### src/rtl/i2crm_pkg.sv
// shared types and constants of the i2c register master
`default_nettype none
package i2crm_pkg;

    // command codes
    localparam logic [1:0] CMD_TICK  = 2'd0;
    localparam logic [1:0] CMD_WRITE = 2'd1;
    localparam logic [1:0] CMD_READ  = 2'd2;

    // configuration port
    localparam int unsigned APB_ADDR_W = 3;
    localparam int unsigned APB_DATA_W = 32;
    localparam logic        REG_POST_WRITE_WAIT = 1'b0;
    localparam logic [15:0] POST_WRITE_WAIT_RESET = 16'd2000;

    typedef struct packed {
        logic [1:0] command;
        logic [6:0] device_address;
        logic [7:0] register_address;
        logic [7:0] write_data;
        logic [7:0] read_count;
        logic       sda_in;
    } t_item;

    typedef struct packed {
        logic       scl;
        logic       sda_out;
        logic [7:0] read_data;
        logic       read_valid;
        logic       ack_missing;
        logic       busy_res;
        logic       done_res;
    } t_result;

endpackage
`default_nettype wire

### src/rtl/i2crm_cmd_if.sv
// command channel of the i2c register master
`default_nettype none
interface i2crm_cmd_if;
    logic       valid;
    logic       ready;
    logic [1:0] command;
    logic [6:0] device_address;
    logic [7:0] register_address;
    logic [7:0] write_data;
    logic [7:0] read_count;
    logic       sda_in;

    modport source (
        output valid, command, device_address, register_address, write_data,
               read_count, sda_in,
        input  ready
    );
    modport sink (
        input  valid, command, device_address, register_address, write_data,
               read_count, sda_in,
        output ready
    );
endinterface
`default_nettype wire

### src/rtl/i2crm_res_if.sv
// result channel of the i2c register master
`default_nettype none
interface i2crm_res_if;
    logic       valid;
    logic       ready;
    logic       scl;
    logic       sda_out;
    logic [7:0] read_data;
    logic       read_valid;
    logic       ack_missing;
    logic       busy_res;
    logic       done_res;

    modport source (
        output valid, scl, sda_out, read_data, read_valid, ack_missing, busy_res,
               done_res,
        input  ready
    );
    modport sink (
        input  valid, scl, sda_out, read_data, read_valid, ack_missing, busy_res,
               done_res,
        output ready
    );
endinterface
`default_nettype wire

### src/rtl/i2crm_engine.sv
// bus sequencer: one pin step per accepted tick
`default_nettype none
module i2crm_engine (
    input  wire logic               i_clk,
    input  wire logic               i_rst_n,
    input  wire logic               i_step,
    input  wire i2crm_pkg::t_item   i_item,
    input  wire logic [15:0]        i_post_write_wait,
    output i2crm_pkg::t_result      o_result
);
    import i2crm_pkg::*;

    typedef enum logic [3:0] {
        PH_IDLE, PH_START, PH_TXA, PH_AK1, PH_TXR, PH_AK2, PH_TXD, PH_AK3,
        PH_RST, PH_TXAR, PH_AK4, PH_RREL, PH_RBIT, PH_RACK, PH_STOP, PH_WAIT
    } t_phase;

    typedef struct packed {
        t_phase      phase;
        logic [1:0]  sub_step;
        logic [2:0]  bit_index;
        logic [7:0]  bytes_left;
        logic [7:0]  shift_byte;
        logic [15:0] wait_count;
        logic [6:0]  held_device;
        logic [7:0]  held_register;
        logic [7:0]  held_data;
        logic        is_read;
        logic        scl_level;
        logic        sda_level;
    } t_st;

    localparam t_st ST_RESET = '{
        phase: PH_IDLE, sub_step: 2'd0, bit_index: 3'd0, bytes_left: 8'd0,
        shift_byte: 8'd0, wait_count: 16'd0, held_device: 7'd0,
        held_register: 8'd0, held_data: 8'd0, is_read: 1'b0,
        scl_level: 1'b1, sda_level: 1'b1
    };

    t_st  r_st;
    t_st  n_st;
    logic nack;
    logic done;
    logic rvalid;
    logic [7:0] rdata;
    logic [7:0] left_dec;

    // phase entry: clear counters, load the byte to send
    function automatic t_st enter_ph(input t_st s, input t_phase p);
        t_st t;
        t = s;
        t.phase     = p;
        t.sub_step  = 2'd0;
        t.bit_index = 3'd0;
        unique case (p)
            PH_TXA:  t.shift_byte = {s.held_device, 1'b0};
            PH_TXAR: t.shift_byte = {s.held_device, 1'b1};
            PH_TXR:  t.shift_byte = s.held_register;
            PH_TXD:  t.shift_byte = s.held_data;
            default: t.shift_byte = s.shift_byte;
        endcase
        return t;
    endfunction

    always_comb begin
        n_st     = r_st;
        nack     = 1'b0;
        done     = 1'b0;
        rvalid   = 1'b0;
        rdata    = 8'd0;
        left_dec = (r_st.bytes_left != 8'd0) ? r_st.bytes_left - 8'd1 : 8'd0;
        if (r_st.phase == PH_IDLE) begin
            if (i_item.command == CMD_WRITE || i_item.command == CMD_READ) begin
                n_st.held_device   = i_item.device_address;
                n_st.held_register = i_item.register_address;
                n_st.held_data     = i_item.write_data;
                n_st.bytes_left    = (i_item.read_count == 8'd0) ? 8'd1 : i_item.read_count;
                n_st.is_read       = (i_item.command == CMD_READ);
                n_st               = enter_ph(n_st, PH_START);
            end
        end else if (i_item.command == CMD_TICK) begin
            unique case (r_st.phase) inside
                PH_START, PH_RST: begin
                    n_st.sub_step = r_st.sub_step + 2'd1;
                    case (r_st.sub_step)
                        2'd0: n_st.sda_level = 1'b1;
                        2'd1: n_st.scl_level = 1'b1;
                        2'd2: n_st.sda_level = 1'b0;
                        default: begin
                            n_st.scl_level = 1'b0;
                            n_st = enter_ph(n_st,
                                (r_st.phase == PH_START) ? PH_TXA : PH_TXAR);
                        end
                    endcase
                end
                PH_TXA, PH_TXR, PH_TXD, PH_TXAR: begin
                    case (r_st.sub_step)
                        2'd0: begin
                            n_st.sda_level = r_st.shift_byte[7];
                            n_st.sub_step  = 2'd1;
                        end
                        2'd1: begin
                            n_st.scl_level = 1'b1;
                            n_st.sub_step  = 2'd2;
                        end
                        default: begin
                            n_st.scl_level  = 1'b0;
                            n_st.shift_byte = {r_st.shift_byte[6:0], 1'b0};
                            n_st.sub_step   = 2'd0;
                            if (r_st.bit_index == 3'd7) begin
                                unique case (r_st.phase)
                                    PH_TXA:  n_st = enter_ph(n_st, PH_AK1);
                                    PH_TXR:  n_st = enter_ph(n_st, PH_AK2);
                                    PH_TXD:  n_st = enter_ph(n_st, PH_AK3);
                                    default: n_st = enter_ph(n_st, PH_AK4);
                                endcase
                            end else begin
                                n_st.bit_index = r_st.bit_index + 3'd1;
                            end
                        end
                    endcase
                end
                PH_AK1, PH_AK2, PH_AK3, PH_AK4: begin
                    n_st.sub_step = r_st.sub_step + 2'd1;
                    case (r_st.sub_step)
                        2'd0: n_st.sda_level = 1'b1;
                        2'd1: n_st.scl_level = 1'b1;
                        2'd2: nack = i_item.sda_in;
                        default: begin
                            n_st.scl_level = 1'b0;
                            unique case (r_st.phase)
                                PH_AK1:  n_st = enter_ph(n_st, PH_TXR);
                                PH_AK2:  n_st = enter_ph(n_st,
                                             r_st.is_read ? PH_RST : PH_TXD);
                                PH_AK3:  n_st = enter_ph(n_st, PH_STOP);
                                default: n_st = enter_ph(n_st, PH_RREL);
                            endcase
                        end
                    endcase
                end
                PH_RREL: begin
                    n_st.sda_level  = 1'b1;
                    n_st            = enter_ph(n_st, PH_RBIT);
                    n_st.shift_byte = 8'd0;
                end
                PH_RBIT: begin
                    case (r_st.sub_step)
                        2'd0: begin
                            n_st.scl_level = 1'b1;
                            n_st.sub_step  = 2'd1;
                        end
                        2'd1: begin
                            n_st.shift_byte = {r_st.shift_byte[6:0], i_item.sda_in};
                            n_st.sub_step   = 2'd2;
                        end
                        default: begin
                            n_st.scl_level = 1'b0;
                            n_st.sub_step  = 2'd0;
                            if (r_st.bit_index == 3'd7) begin
                                n_st.phase     = PH_RACK;
                                n_st.bit_index = 3'd0;
                            end else begin
                                n_st.bit_index = r_st.bit_index + 3'd1;
                            end
                        end
                    endcase
                end
                PH_RACK: begin
                    case (r_st.sub_step)
                        2'd0: begin
                            // ack every byte but the last
                            n_st.sda_level = (r_st.bytes_left > 8'd1) ? 1'b0 : 1'b1;
                            n_st.sub_step  = 2'd1;
                        end
                        2'd1: begin
                            n_st.scl_level = 1'b1;
                            n_st.sub_step  = 2'd2;
                        end
                        default: begin
                            n_st.scl_level  = 1'b0;
                            rdata           = r_st.shift_byte;
                            rvalid          = 1'b1;
                            n_st.bytes_left = left_dec;
                            n_st = enter_ph(n_st, (left_dec != 8'd0) ? PH_RREL : PH_STOP);
                        end
                    endcase
                end
                PH_STOP: begin
                    case (r_st.sub_step)
                        2'd0: begin
                            n_st.sda_level = 1'b0;
                            n_st.sub_step  = 2'd1;
                        end
                        2'd1: begin
                            n_st.scl_level = 1'b1;
                            n_st.sub_step  = 2'd2;
                        end
                        default: begin
                            n_st.sda_level = 1'b1;
                            if (r_st.is_read || i_post_write_wait == 16'd0) begin
                                done = 1'b1;
                                n_st = enter_ph(n_st, PH_IDLE);
                            end else begin
                                n_st.wait_count = i_post_write_wait;
                                n_st = enter_ph(n_st, PH_WAIT);
                            end
                        end
                    endcase
                end
                default: begin
                    // post-write wait
                    if (r_st.wait_count != 16'd0)
                        n_st.wait_count = r_st.wait_count - 16'd1;
                    if (n_st.wait_count == 16'd0) begin
                        done = 1'b1;
                        n_st = enter_ph(n_st, PH_IDLE);
                    end
                end
            endcase
        end

        o_result.scl         = n_st.scl_level;
        o_result.sda_out     = n_st.sda_level;
        o_result.read_data   = rdata;
        o_result.read_valid  = rvalid;
        o_result.ack_missing = nack;
        o_result.busy_res    = (n_st.phase != PH_IDLE);
        o_result.done_res    = done;
    end

    always_ff @(posedge i_clk) begin
        if (!i_rst_n) begin
            r_st <= ST_RESET;
        end else if (i_step) begin
            r_st <= n_st;
        end
    end

endmodule
`default_nettype wire

### src/rtl/i2c_register_master_core.sv
// top level of the i2c register master: config port, sequencer, result register
//
// Open-drain I2C master for single-byte register writes and multi-byte
// register reads. Every command beat is one pin-update time: a beat with
// command tick moves the bus sequence on by one step (one pin change or one
// SDA sample, with i_cmd.sda_in taken on sample steps), while a write or read
// command beat latches its operands when the master is idle and is ignored
// while busy. Every accepted command beat yields exactly one result beat
// showing the pin drive after the step, any completed read byte, a missing
// ack flag, busy and done. A new command beat is taken every clock cycle;
// the result appears in the cycle after acceptance from an output register, and
// the command side stalls only while that register holds a beat that the
// result side has not taken. The sequencer step is a single pass of small
// next-state logic between the sequencer registers and the output register.
// post_write_wait (byte address 0, reset 2000) sets how many ticks busy stays
// up after a write's stop; write it only while the master is idle.
`default_nettype none
module i2c_register_master_core (
    input  wire logic                                 i_clk,
    input  wire logic                                 i_rst_n,
    i2crm_cmd_if.sink                                 i_cmd,
    i2crm_res_if.source                               o_res,
    input  wire logic                                 psel,
    input  wire logic                                 penable,
    input  wire logic                                 pwrite,
    input  wire logic [i2crm_pkg::APB_ADDR_W-1:0]     paddr,
    input  wire logic [i2crm_pkg::APB_DATA_W-1:0]     pwdata,
    output logic      [i2crm_pkg::APB_DATA_W-1:0]     prdata,
    output logic                                      pready
);
    import i2crm_pkg::*;

    logic [15:0] r_post_write_wait;
    logic        r_out_valid;
    t_result     r_out;
    t_item       cmd_item;
    t_result     step_res;
    logic        cmd_take;
    logic        cfg_sel;

    // register index is the word address
    assign cfg_sel = (paddr[APB_ADDR_W-1] == REG_POST_WRITE_WAIT);
    assign pready  = 1'b1;

    always_comb begin
        prdata = '0;
        if (cfg_sel)
            prdata = {{(APB_DATA_W-16){1'b0}}, r_post_write_wait};
    end

    always_ff @(posedge i_clk) begin
        if (!i_rst_n) begin
            r_post_write_wait <= POST_WRITE_WAIT_RESET;
        end else if (psel && penable && pwrite && cfg_sel) begin
            r_post_write_wait <= pwdata[15:0];
        end
    end

    // command beat into the sequencer
    assign cmd_item.command          = i_cmd.command;
    assign cmd_item.device_address   = i_cmd.device_address;
    assign cmd_item.register_address = i_cmd.register_address;
    assign cmd_item.write_data       = i_cmd.write_data;
    assign cmd_item.read_count       = i_cmd.read_count;
    assign cmd_item.sda_in           = i_cmd.sda_in;

    // take a beat when the output register is free or being drained
    assign i_cmd.ready = !r_out_valid || o_res.ready;
    assign cmd_take    = i_cmd.valid && i_cmd.ready;

    i2crm_engine u_engine (
        .i_clk             (i_clk),
        .i_rst_n           (i_rst_n),
        .i_step            (cmd_take),
        .i_item            (cmd_item),
        .i_post_write_wait (r_post_write_wait),
        .o_result          (step_res)
    );

    // result register, only the valid bit is reset
    always_ff @(posedge i_clk) begin
        if (!i_rst_n) begin
            r_out_valid <= 1'b0;
        end else if (cmd_take) begin
            r_out_valid <= 1'b1;
        end else if (o_res.ready) begin
            r_out_valid <= 1'b0;
        end
    end

    always_ff @(posedge i_clk) begin
        if (cmd_take) begin
            r_out <= step_res;
        end
    end

    assign o_res.valid       = r_out_valid;
    assign o_res.scl         = r_out.scl;
    assign o_res.sda_out     = r_out.sda_out;
    assign o_res.read_data   = r_out.read_data;
    assign o_res.read_valid  = r_out.read_valid;
    assign o_res.ack_missing = r_out.ack_missing;
    assign o_res.busy_res    = r_out.busy_res;
    assign o_res.done_res    = r_out.done_res;

endmodule
`default_nettype wire

### src/flat_wrapper.sv
// flat-port wrapper written by rule: the top's interface ports become plain ports
module i2c_register_master_core_flat import i2crm_pkg::*;
  (i_clk, i_rst_n, psel, penable, pwrite, paddr, pwdata, prdata, pready, i_cmd_valid, i_cmd_command, i_cmd_device_address, i_cmd_register_address, i_cmd_write_data, i_cmd_read_count, i_cmd_sda_in, i_cmd_ready, o_res_valid, o_res_scl, o_res_sda_out, o_res_read_data, o_res_read_valid, o_res_ack_missing, o_res_busy_res, o_res_done_res, o_res_ready);
  i2crm_cmd_if i_cmd_i ();
  i2crm_res_if o_res_i ();
  input  wire logic i_clk;
  input  wire logic i_rst_n;
  input  wire logic psel;
  input  wire logic penable;
  input  wire logic pwrite;
  input  wire logic [i2crm_pkg::APB_ADDR_W-1:0] paddr;
  input  wire logic [i2crm_pkg::APB_DATA_W-1:0] pwdata;
  output logic      [i2crm_pkg::APB_DATA_W-1:0] prdata;
  output logic pready;
  input wire logic [$bits(i_cmd_i.valid)-1:0] i_cmd_valid;
  input wire logic [$bits(i_cmd_i.command)-1:0] i_cmd_command;
  input wire logic [$bits(i_cmd_i.device_address)-1:0] i_cmd_device_address;
  input wire logic [$bits(i_cmd_i.register_address)-1:0] i_cmd_register_address;
  input wire logic [$bits(i_cmd_i.write_data)-1:0] i_cmd_write_data;
  input wire logic [$bits(i_cmd_i.read_count)-1:0] i_cmd_read_count;
  input wire logic [$bits(i_cmd_i.sda_in)-1:0] i_cmd_sda_in;
  output wire logic [$bits(i_cmd_i.ready)-1:0] i_cmd_ready;
  output wire logic [$bits(o_res_i.valid)-1:0] o_res_valid;
  output wire logic [$bits(o_res_i.scl)-1:0] o_res_scl;
  output wire logic [$bits(o_res_i.sda_out)-1:0] o_res_sda_out;
  output wire logic [$bits(o_res_i.read_data)-1:0] o_res_read_data;
  output wire logic [$bits(o_res_i.read_valid)-1:0] o_res_read_valid;
  output wire logic [$bits(o_res_i.ack_missing)-1:0] o_res_ack_missing;
  output wire logic [$bits(o_res_i.busy_res)-1:0] o_res_busy_res;
  output wire logic [$bits(o_res_i.done_res)-1:0] o_res_done_res;
  input wire logic [$bits(o_res_i.ready)-1:0] o_res_ready;
  assign i_cmd_i.valid = i_cmd_valid;
  assign i_cmd_i.command = i_cmd_command;
  assign i_cmd_i.device_address = i_cmd_device_address;
  assign i_cmd_i.register_address = i_cmd_register_address;
  assign i_cmd_i.write_data = i_cmd_write_data;
  assign i_cmd_i.read_count = i_cmd_read_count;
  assign i_cmd_i.sda_in = i_cmd_sda_in;
  assign i_cmd_ready = i_cmd_i.ready;
  assign o_res_valid = o_res_i.valid;
  assign o_res_scl = o_res_i.scl;
  assign o_res_sda_out = o_res_i.sda_out;
  assign o_res_read_data = o_res_i.read_data;
  assign o_res_read_valid = o_res_i.read_valid;
  assign o_res_ack_missing = o_res_i.ack_missing;
  assign o_res_busy_res = o_res_i.busy_res;
  assign o_res_done_res = o_res_i.done_res;
  assign o_res_i.ready = o_res_ready;
  i2c_register_master_core u_core (.i_clk(i_clk), .i_rst_n(i_rst_n), .i_cmd(i_cmd_i), .o_res(o_res_i), .psel(psel), .penable(penable), .pwrite(pwrite), .paddr(paddr), .pwdata(pwdata), .prdata(prdata), .pready(pready));
endmodule
### config.mk
export PLATFORM = sky130hd
export DESIGN_NAME = i2c_register_master_core_flat
export DESIGN_NICKNAME = d
export VERILOG_FILES = /design/src/rtl/i2crm_pkg.sv /design/src/rtl/i2crm_cmd_if.sv /design/src/rtl/i2crm_res_if.sv /design/src/rtl/i2crm_engine.sv /design/src/rtl/i2c_register_master_core.sv /design/src/flat_wrapper.sv
export SDC_FILE = /design/constraint.sdc
export NUM_CORES = 1
export LEC_CHECK = 0
export ABC_AREA = 1
export BUFFER_PORTS_ARGS = -buffer_cell sky130_fd_sc_hd__buf_4
export CAP_MARGIN = 25
export CORE_ASPECT_RATIO = 1.5
export CORE_MARGIN = 2
export CORE_UTILIZATION = 50
export DETAILED_ROUTE_END_ITERATION = 7
export PLACE_DENSITY = 0.79
export SLEW_MARGIN = 15
export SYNTH_ARGS = -nofsm -noshare
export SYNTH_HDL_FRONTEND = slang
export SYNTH_SLANG_ARGS = --single-unit
### constraint.sdc
create_clock -name i_clk -period 2.87 [get_ports i_clk]
set_input_delay 0.574 -clock i_clk [delete_from_list [all_inputs] [get_ports i_clk]]
set_output_delay 0.574 -clock i_clk [all_outputs]
set_load 0.02 [all_outputs]
==> flow_summary.ini <==
[power]
clockPowerShare_pct = 32.2
cellPowerDensity_nw_per_um2 = 545
internal_power_mw = 2.56
peakVddDrop_v = 0.000354
leakage_nw = 3.31
sequentialPowerShare_pct = 39.4
comb_power_share_pct = 28.4
p_sw_share_pct = 34.4
netSwitchingPower_mw = 1.34

[die]
floorplan.initialDensity_pct = 51.0
die_area_um2 = 13100
core_area_um2 = 11900
placementRows = 49
floorplan.io_pins = 125
die-width_um = 94.0
die_boundary_height_um = 139

[synth]
synth-seq-cells = 98
simple_gate_share_of_the_synthesized_area_pct = 28.0
synthesis.area_per_instance_um2 = 6.62
post_synth_fa_ha_maj_area_fraction_pct = 2.68
synth_mux_area_share_pct = 0
postSynthCellCount = 916
share_of_the_synthesized_netlist_area_taken_by_xor_and_xnor_gates_pct = 0.577
post_synthesis_compound_gate_area_fraction_pct = 22.0
synth-async-reset-ratio_pct = 0
synth_cell_types = 46
yosysSeqAreaShare_pct = 34.6
ys_warn_count = 0
netlist_area_um2 = 6070
synthFlopType = sky130_fd_sc_hd__dfxtp_1
synth_enable_flop_cells = 14
main_combinational_cell_family_by_area_after_synthesis = simple AND/OR/NAND/NOR gates

[critical_path]
critical_path.max_fanout = 15
cp.required_ns = 3.10
timing_worst_setup_path_type = register to register
critical_path_arrival_ns = 2.70
element_type_at_the_critical_path_start = register
rr_worst_depth = 13
kind_of_end_point_of_the_critical_path = register

[place]
postPlaceCellArea_um2 = 6860
dpl.cell_count = 1144
globalplace.congestion = 0.988
dp_hpwl_mm = 13.3
port_buffers = 89

[finish]
layout_common_cells = 154 x sky130_fd_sc_hd__nand2_1, 133 x sky130_fd_sc_hd__nor2_1, 109 x sky130_fd_sc_hd__buf_4
layout-drive-gt1-share_pct = 17.0
utilization_pct = 60.2
post-route-cell-area_um2 = 7160
layout.cells.most_common = sky130_fd_sc_hd__nand2_1
area.growth.synth_to_final_pct = 18.1
fin_nets = 1091
diodes = 0
post_layout_nonfiller_instances = 1160

[timing]
timing.fmax_mhz = 405
rsz0062_at_grt = no
post-route-period-util_pct = 86.1
max_slew_margin_pct = 48.9
period_minus_slack_ns = 2.47
finalMaxSlewViolations = 0
worst_pin_slew_ns = 0.766
clock_skew_ns = 0.00992
sum_of_negative_setup_slack_ns = 0
setup_viol = 0
hold_viol = 0

[run_status]
status = complete, no violations

[clock_tree]
clock_insertion_delay_worst_skew_ns = 0.35
post-cts-setup-buffer-count = 0
cts_resized = 0
clk_pin_slew_ns = 0.08
number_of_buffers_on_the_longest_clock_path = 2
cts.htree.levels = 3
clk_root_buffer_cell = sky130_fd_sc_hd__clkbuf_16
holdBufCountCts = 0
cts_buf_count = 9
clkSinkCount = 98
cts_tree = built

[drt]
detail_route.wl_per_cell_um = 14.9
detail_route.iter0.violations = 270
wirelength_mm = 17.3
remaining_drc_errors = 0
routed-via-count = 6303
via_per_inst = 5.43
drt_pre_antenna_iters = 6
drt.antenna.violating_nets = 0

[flow_run]
maxCapViolCount = 0

[global_route]
antenna_found_initial = 0
grt_max_degree = 67
global_route.overflow_total = 0
number_of_global_route_vias_before_repair = 5925
grt_first_pass_wirelength_mm = 27.9
grtUsageTotal_pct = 26.8

[hold_path]
worst_min_path_class = input pin to register
hold_path_stages = 3
stage by stage:
stage	hold WS (ns)	setup slack [ns]	power (mW)
floorplan	0.430	0.781	2.36
global placement	0.449	0.425	2.66
detailed placement	0.451	0.473	2.67
CTS	0.430	0.434	3.92
global route	0.436	0.144	4.13
finish	0.434	0.398	3.91
worst max-delay path, cell delays in order (launching register included):
cell,delay (ns)
sky130_fd_sc_hd__dfxtp_1,0.52
sky130_fd_sc_hd__inv_2,0.16
sky130_fd_sc_hd__nor2_1,0.11
sky130_fd_sc_hd__nand2_1,0.11
sky130_fd_sc_hd__o21ai_1,0.24
sky130_fd_sc_hd__inv_2,0.11
sky130_fd_sc_hd__nand2_2,0.11
sky130_fd_sc_hd__inv_2,0.05
sky130_fd_sc_hd__nand2_1,0.10
sky130_fd_sc_hd__nor3_4,0.04
sky130_fd_sc_hd__nand2_2,0.23
sky130_fd_sc_hd__clkinv_2,0.28
sky130_fd_sc_hd__o21ai_0,0.22
sky130_fd_sc_hd__a21oi_1,0.06
synth_stat cells (2+ instances only):
master | number | area (µm²)
sky130_fd_sc_hd__a22oi_1 | 8 | 60.1
sky130_fd_sc_hd__or2_2 | 3 | 18.8
sky130_fd_sc_hd__nor2_4 | 3 | 33.8
sky130_fd_sc_hd__o2111ai_1 | 3 | 26.3
sky130_fd_sc_hd__buf_6 | 2 | 22.5
sky130_fd_sc_hd__o211ai_1 | 12 | 90.1
sky130_fd_sc_hd__nor2_2 | 5 | 31.3
sky130_fd_sc_hd__a221oi_1 | 2 | 17.5
sky130_fd_sc_hd__nand3_1 | 47 | 235
sky130_fd_sc_hd__nand4_1 | 10 | 62.6
sky130_fd_sc_hd__inv_1 | 105 | 394
sky130_fd_sc_hd__o22ai_1 | 3 | 18.8
sky130_fd_sc_hd__nor3_1 | 6 | 30.0
sky130_fd_sc_hd__a31oi_1 | 6 | 37.5
sky130_fd_sc_hd__o21ai_1 | 22 | 110
sky130_fd_sc_hd__buf_2 | 5 | 25.0
sky130_fd_sc_hd__xor2_1 | 4 | 35.0
sky130_fd_sc_hd__conb_1 | 2 | 7.51
sky130_fd_sc_hd__buf_4 | 18 | 135
sky130_fd_sc_hd__nor3_2 | 2 | 20.0
sky130_fd_sc_hd__edfxtp_1 | 14 | 420
sky130_fd_sc_hd__a21oi_1 | 93 | 465
sky130_fd_sc_hd__clkbuf_1 | 24 | 90.1
sky130_fd_sc_hd__nand2_2 | 11 | 68.8
sky130_fd_sc_hd__inv_2 | 15 | 56.3
sky130_fd_sc_hd__nand2_1 | 154 | 578
sky130_fd_sc_hd__ha_1 | 13 | 163
sky130_fd_sc_hd__nor4_1 | 3 | 18.8
sky130_fd_sc_hd__nand3_2 | 2 | 20.0
sky130_fd_sc_hd__o21ai_0 | 79 | 395
sky130_fd_sc_hd__nor2_1 | 133 | 499
sky130_fd_sc_hd__nand3b_1 | 4 | 30.0
sky130_fd_sc_hd__dfxtp_1 | 84 | 1680
sky130_fd_sc_hd__o221ai_1 | 7 | 61.3
layer usage:
layer  part of all wire [%]  up-vias  wire (µm)  track usage (%)
met5                      0        -          0                0
met3                    4.0       60        692             3.10
met1                     38     2849       6620             29.1
met4                    4.8        0        836             15.0
li1                       -     3177          -                -
met2                     53      217       9170             49.2
cells by family after synthesis:
logic type	count (synthesis)
buffers and inverters	170
XOR/XNOR	4
adder cells (fa/ha/maj)	13
AND/OR/NAND/NOR	388
AO/OA/AOI/OAI	241
other	2
flip-flops	98
sequential cells by signal, summed over array words and instances, names as in the netlist:
| name | cells |
|---|---|
| u_core.u_engine.r_st | 67 |
| u_core.o_res.read_valid | 1 |
| u_core.o_res.done_res | 1 |
| u_core.o_res.ack_missing | 1 |
| u_core.o_res.read_data | 8 |
| u_core.o_res.sda_out | 1 |
| u_core.r_post_write_wait | 16 |
| u_core.o_res.scl | 1 |
| u_core.o_res.busy_res | 1 |
| u_core.o_res.valid | 1 |
layout make-up:
cell class | instances | area [µm²]
clock buffer | 10 | 229
timing repair buffer | 109 | 818
sequential | 98 | 2100
clock inverter | 6 | 73.8
inverter | 121 | 455
fill | 1204 | 4730
multi-input combinational | 663 | 3290
tap | 153 | 191
final timing paths:
check,from,to,slack [ns]
setup / recovery,u_core.u_engine.r_st[63],u_core.u_engine.r_st[34],0.40
hold reg to reg,u_core.u_engine.r_st[11],u_core.u_engine.r_st[11],0.46
hold / removal,pwdata[6],u_core.r_post_write_wait[6],0.43
setup reg to reg,u_core.u_engine.r_st[63],u_core.u_engine.r_st[34],0.40
power by group through the flow:
stage / logic [mW] / clock network [mW] / registers (mW)
floorplan: 0.800 / 0 / 1.56
detailed placement: 1.10 / 0 / 1.57
CTS: 1.11 / 1.28 / 1.54
finish: 1.11 / 1.26 / 1.54
global placement: 1.09 / 0 / 1.57
global route: 1.25 / 1.33 / 1.55
Power figures use the tool's default switching activity.
